<file path="src/rtl/mbad_pkg.sv">
// ----------------------------------------------------------------------------
// mbad_pkg
// Shared constants, types and helpers for the main bus address decoder.
// ----------------------------------------------------------------------------
package mbad_pkg;

	// Storage sizes
	localparam int RAM_BYTES_DEF = 12288;
	localparam int PAL_ROWS      = 256;
	localparam int PAL_ROW_W     = 8;

	// Address map
	localparam logic [15:0] ADDR_PORT0    = 16'h3800;
	localparam logic [15:0] ADDR_PORT1    = 16'h3801;
	localparam logic [15:0] ADDR_STATUS   = 16'h3802;
	localparam logic [15:0] ADDR_DIPA     = 16'h3803;
	localparam logic [15:0] ADDR_MCU      = 16'h3804;
	localparam logic [15:0] ADDR_BANK     = 16'h3805;
	localparam logic [15:0] ADDR_NMI_ACK  = 16'h3806;
	localparam logic [15:0] ADDR_IRQ_ACK  = 16'h3807;
	localparam logic [15:0] RAM_TOP       = 16'h3000;
	localparam logic [6:0]  PAL_PAGE      = 7'h18;   // 0x3000-0x31FF, address[15:9]
	localparam logic [4:0]  MIRROR_PAGE   = 5'h04;   // 0x2000-0x27FF, address[15:11]
	localparam logic [15:0] MIRROR_BASE   = 16'h2000;
	localparam logic [8:0]  MIRROR_MASK   = 9'h1ff;
	localparam logic [13:0] ROM_OFS_MASK  = 14'h3fff;
	localparam logic [7:0]  UNMAPPED_BYTE = 8'hff;

	// Side-effect event codes
	typedef enum logic [2:0] {
		EV_NONE      = 3'd0,
		EV_SOUND_CMD = 3'd1,
		EV_MCU_WRITE = 3'd2,
		EV_MCU_RESET = 3'd3,
		EV_NMI_ACK   = 3'd4,
		EV_IRQ_ACK   = 3'd5
	} event_t;

	// Palette access pushed at the input beat
	typedef struct packed {
		logic                 wr;
		logic                 hi;
		logic [PAL_ROW_W-1:0] row;
		logic [7:0]           data;
	} pal_req_t;

	// Palette row after the access: low byte and high byte
	typedef struct packed {
		logic [7:0] lo;
		logic [7:0] hi;
	} pal_rsp_t;

	// Repeat a nibble into both halves of a byte
	function automatic logic [7:0] nib2(input logic [3:0] n);
		return {n, n};
	endfunction

endpackage

</file>
<file path="src/rtl/mbad_palette.sv">
// ----------------------------------------------------------------------------
// mbad_palette
// Palette RAM as 256 rows of two bytes with per-row valid bits; reads the
// row at the input beat, merges a write in the following cycle and writes it back.
// ----------------------------------------------------------------------------
module mbad_palette
	import mbad_pkg::*;
(
	input  logic     clk,
	input  logic     arst_n,
	input  logic     push,
	input  pal_req_t req,
	output pal_rsp_t rsp
);

	logic [15:0]          pal_mem [PAL_ROWS];
	logic [15:0]          mem_q;
	logic [PAL_ROWS-1:0]  row_vld_q;
	pal_req_t             req_s1;
	logic                 vld_s1;
	logic                 wb_pend_q;
	logic                 fwd_q;
	logic [15:0]          fwd_data_q;
	logic [15:0]          base_row;
	logic [15:0]          new_row;

	// Merge: forwarded row wins, then stored row, then reset value
	always_comb begin
		if (fwd_q) begin
			base_row = fwd_data_q;
		end else if (vld_s1) begin
			base_row = mem_q;
		end else begin
			base_row = '0;
		end
		new_row = base_row;
		if (req_s1.wr) begin
			if (req_s1.hi) begin
				new_row[15:8] = req_s1.data;
			end else begin
				new_row[7:0] = req_s1.data;
			end
		end
	end

	assign rsp.lo = new_row[7:0];
	assign rsp.hi = new_row[15:8];

	// Memory: read at the beat, write back in the cycle after a write beat
	always_ff @(posedge clk) begin
		if (wb_pend_q) begin
			pal_mem[req_s1.row] <= new_row;
		end
		if (push) begin
			mem_q <= pal_mem[req.row];
		end
	end

	// Hold the request and forward the row being written back
	always_ff @(posedge clk) begin
		if (push) begin
			req_s1     <= req;
			fwd_data_q <= new_row;
		end
	end

	// Control: writeback pending, forward select, row valid bits
	always_ff @(posedge clk or negedge arst_n) begin
		if (!arst_n) begin
			wb_pend_q <= 1'b0;
			fwd_q     <= 1'b0;
			vld_s1    <= 1'b0;
			row_vld_q <= '0;
		end else begin
			wb_pend_q <= push & req.wr;
			if (push) begin
				fwd_q  <= wb_pend_q && (req.row == req_s1.row);
				vld_s1 <= row_vld_q[req.row];
			end
			if (wb_pend_q) begin
				row_vld_q[req_s1.row] <= 1'b1;
			end
		end
	end

	a_wb_once: assert property (@(posedge clk) disable iff (!arst_n)
		wb_pend_q && !push |=> !wb_pend_q)
		else $error("palette writeback repeated");
	a_wb_follows: assert property (@(posedge clk) disable iff (!arst_n)
		push && req.wr |=> wb_pend_q)
		else $error("palette write not written back");
	a_fwd_src: assert property (@(posedge clk) disable iff (!arst_n)
		push && !wb_pend_q |=> !fwd_q)
		else $error("palette forward without writeback");

endmodule

</file>
<file path="config.mk">
export PLATFORM = sky130hd
export DESIGN_NAME = mbad_palette
export DESIGN_NICKNAME = d
export VERILOG_FILES = /design/src/rtl/mbad_pkg.sv /design/src/rtl/mbad_palette.sv
export SDC_FILE = /design/constraint.sdc
export NUM_CORES = 2
export LEC_CHECK = 0
export ABC_CLOCK_PERIOD_IN_PS = 16750
export BUFFER_PORTS_ARGS = -buffer_cell sky130_fd_sc_hd__buf_2
export CAP_MARGIN = 10
export CELL_PAD_IN_SITES_DETAIL_PLACEMENT = 1
export CELL_PAD_IN_SITES_GLOBAL_PLACEMENT = 2
export CORE_UTILIZATION = 45
export DETAILED_ROUTE_END_ITERATION = 8
export HOLD_SLACK_MARGIN = 0.02
export PLACE_DENSITY_LB_ADDON = 0.1
export SLEW_MARGIN = 20
export SYNTH_ARGS = -nofsm -noshare
export SYNTH_HDL_FRONTEND = slang
export SYNTH_SLANG_ARGS = --single-unit
export TNS_END_PERCENT = 5
</file>
<file path="constraint.sdc">
create_clock -name clk -period 16.75 [get_ports clk]
set_input_delay 0.8375 -clock clk [delete_from_list [all_inputs] [get_ports clk]]
set_output_delay 0.8375 -clock clk [all_outputs]
set_load 0.01 [all_outputs]
</file>
==> reports/metrics.cfg <==
[status]
status=finished clean

[placed_design]
place_congestion=0.8117
preCtsSetupSlack_ns=9.933
dp_hpwl_um=289700
io_buffer_count=36
placed_cells=12550

[final_layout]
nets=8088
area_growth_pct=14.72
drive_above_1_share_pct=31.49
finalNonFillerCells=13430

[grt]
grt_pass1_wl_um=701900
grt.total_usage_pct=26.92
antenna_found_initial=32
overflow=0
first_global_vias=86660
grt_max_degree=202

[floorplan]
fp.dieW_um=611.7
die_h_um=611.7
dieArea_sq_mm=0.3742
io_pins=37
fp-row-count=223
initial_core_util_pct=45.28
core_sq_mm=0.3694

[setup_path]
rr_startpoint=fwd_q
crit_path_start_kind=input pin
cpPeakStageDelay_ns=0.91
reg2reg_depth=9
crit_arrival_ns=6.50
crit_buf_inv=4
endpoint_kind=flop
path_class=input pin to flop
cpLargestDelayFamily=buffers and inverters
reg2reg_setup_slack_ns=11.97
reg2reg_to=pal_mem[31][11]
crit_required_ns=17.48
crit_path_frequent_cell=buf_4
crit_chain=buf_12, buf_4, buf_4, buf_4, mux4_2, a22oi_1, a21oi_1, nor4_1, o22ai_1, or2_1
crit_slowest_cell=nor4_1
worstPathMaxFanout=72

[yosys]
synth_edf_count=4146
ys.flop_type=edfxtp_1
syn_nets=7607
synth_cell_types=46
seq_area_frac_synth_pct=78.30
synthArstFlopShare_pct=5.880
synthesis.area_sq_mm=0.1673
ys_seq_elements=4405
avgSynthCellArea_sq_um=22.05
yosys_warnings=0
synth_cells=7586

[clock_tree]
cts.sinks=4405
clock-root-buffer=clkbuf_16
postCtsSetupRepairBufs=0
clk_pin_slew_ns=0.06
tritoncts=yes
cts_buffers=460
cts_resized=0
cts_max_level=5
clockBufferDepth=4
clock_latency_ns=1.00

[hold_path]
hp-start=req[17]
worstHoldPathType=input pin to flop
holdPathEnd=req_s1[17]
holdPathStages=1

[sta]
clock.fmax_ghz=0.1734
tns_ns=0
worst_pin_slew_ns=1.230
clock-skew-final_ns=0.05537
slew_headroom_pct=17.23
rsz0062_at_grt=no
period_share_pct=34.42
drv_slew=0
final_hold_viol_count=0
min_period_ns=5.766
holdWs_ns=0.1300
worst_slack_ns=10.98
setup_viol=0

[drt]
drtIter0Drc=9762
dr.pass1.iters=6
routed_wl_um=505600
avgRoutedWirePerCell_um=37.66
vias_per_cell=6.244
drc_errors=0
ant_nets=0
vias=83830

[power_and_ir_drop]
power_mw=24.56
cellLeakagePower_nw=62.05
peakVddDrop_mv=0.1048
cellPowerDensity_mw_per_mm2=128.0

[flow_run]
max_cap_viol_count=0

==> cells by family after synthesis <==
kind of cell	after synthesis	share of synthesized area, %
DFF	4405	78.30
buffers and inverters	459	1.228
and+or+nand+nor	726	2.236
muxes	1105	14.66
AOI/OAI and AO/OA	883	3.534
xor gates and xnor gates	8	0.04189
==> synth_stat cells (27+ instances only) <==
library cell	n	area share [%]
a21oi_1	267	0.80
or2_2	259	0.97
buf_2	100	0.30
nand3_1	28	0.084
o22ai_1	36	0.13
nor4_1	67	0.25
clkbuf_1	245	0.55
a22oi_1	536	2.4
nand2_1	33	0.074
nor2_1	277	0.62
edfxtp_1	4146	74
mux4_2	1075	14
dfrtp_1	259	3.9
mux2i_1	27	0.16
buf_1	68	0.15
==> sequential cells by signal, indices dropped and copies added (netlist names) <==
register,cells
pal_mem,4096
row_vld_q,256
req_s1,18
fwd_data_q,16
mem_q,16
fwd_q,1
vld_s1,1
wb_pend_q,1
==> stage by stage <==
stage | instance area [sq um] | utilization (%)
global route | 191900 | 51.94
finish | 191900 | 51.94
floorplan | 167300 | -
global placement | 175800 | 47.58
detailed placement | 176100 | 47.68
CTS | 191800 | 51.92
==> cell type report <==
type	count	area, sq um
clock inverters	274	3189
inverters	7	26.28
well taps	4950	6193
repair buffers	471	3814
multi-input cells	2722	35210
flip-flops and latches	4405	131000
fillers	31960	177500
diodes	11	27.53
clock buffers	586	12440
==> worst max-delay path by stage <==
stage	from	to	slack (ns)	cells after the start
finish	req[8]	mem_q[1]	10.98	10
global route	req[8]	mem_q[1]	10.82	10
CTS	req[8]	mem_q[1]	11.00	10
detailed placement	req[8]	mem_q[1]	9.93	10
global placement	req[9]	mem_q[0]	9.43	9
floorplan	fwd_q	fwd_data_q[12]	3.18	5
==> where the power goes <==
part	internal, mW	switching, mW
clock	6.29	4.31
combinational	0.413	1.10
sequential	12.4	0.0417
==> timing repair <==
action | CTS | global route
hold endpoints to repair | 39 | 0
setup endpoints to repair | 0 | 0
hold buffers | 3 | 0
==> placed cells by master (no fill, tap or decap), drive strengths merged, types with 33 or more instances in the layout <==
| master | instances |
|---|---|
| mux4 | 1075 |
| nor2 | 277 |
| a21oi | 267 |
| nand2 | 33 |
| o22ai | 36 |
| bufinv | 69 |
| edfxtp | 4146 |
| nor4 | 67 |
| or2 | 275 |
| dfrtp | 259 |
| a22oi | 536 |
| buf | 468 |
| clkbuf | 586 |
| clkinv | 177 |
==> per-layer routing <==
layer	vias up	global-route usage [%]	part of all wire, %
li1	33030	-	-
met1	46920	38.95	42
met2	3284	43.49	49
met3	599	3.675	6.5
met4	2	6.851	2.7
met5	-	0	0.0014
Note: power is estimated with default switching activity, not from simulation.
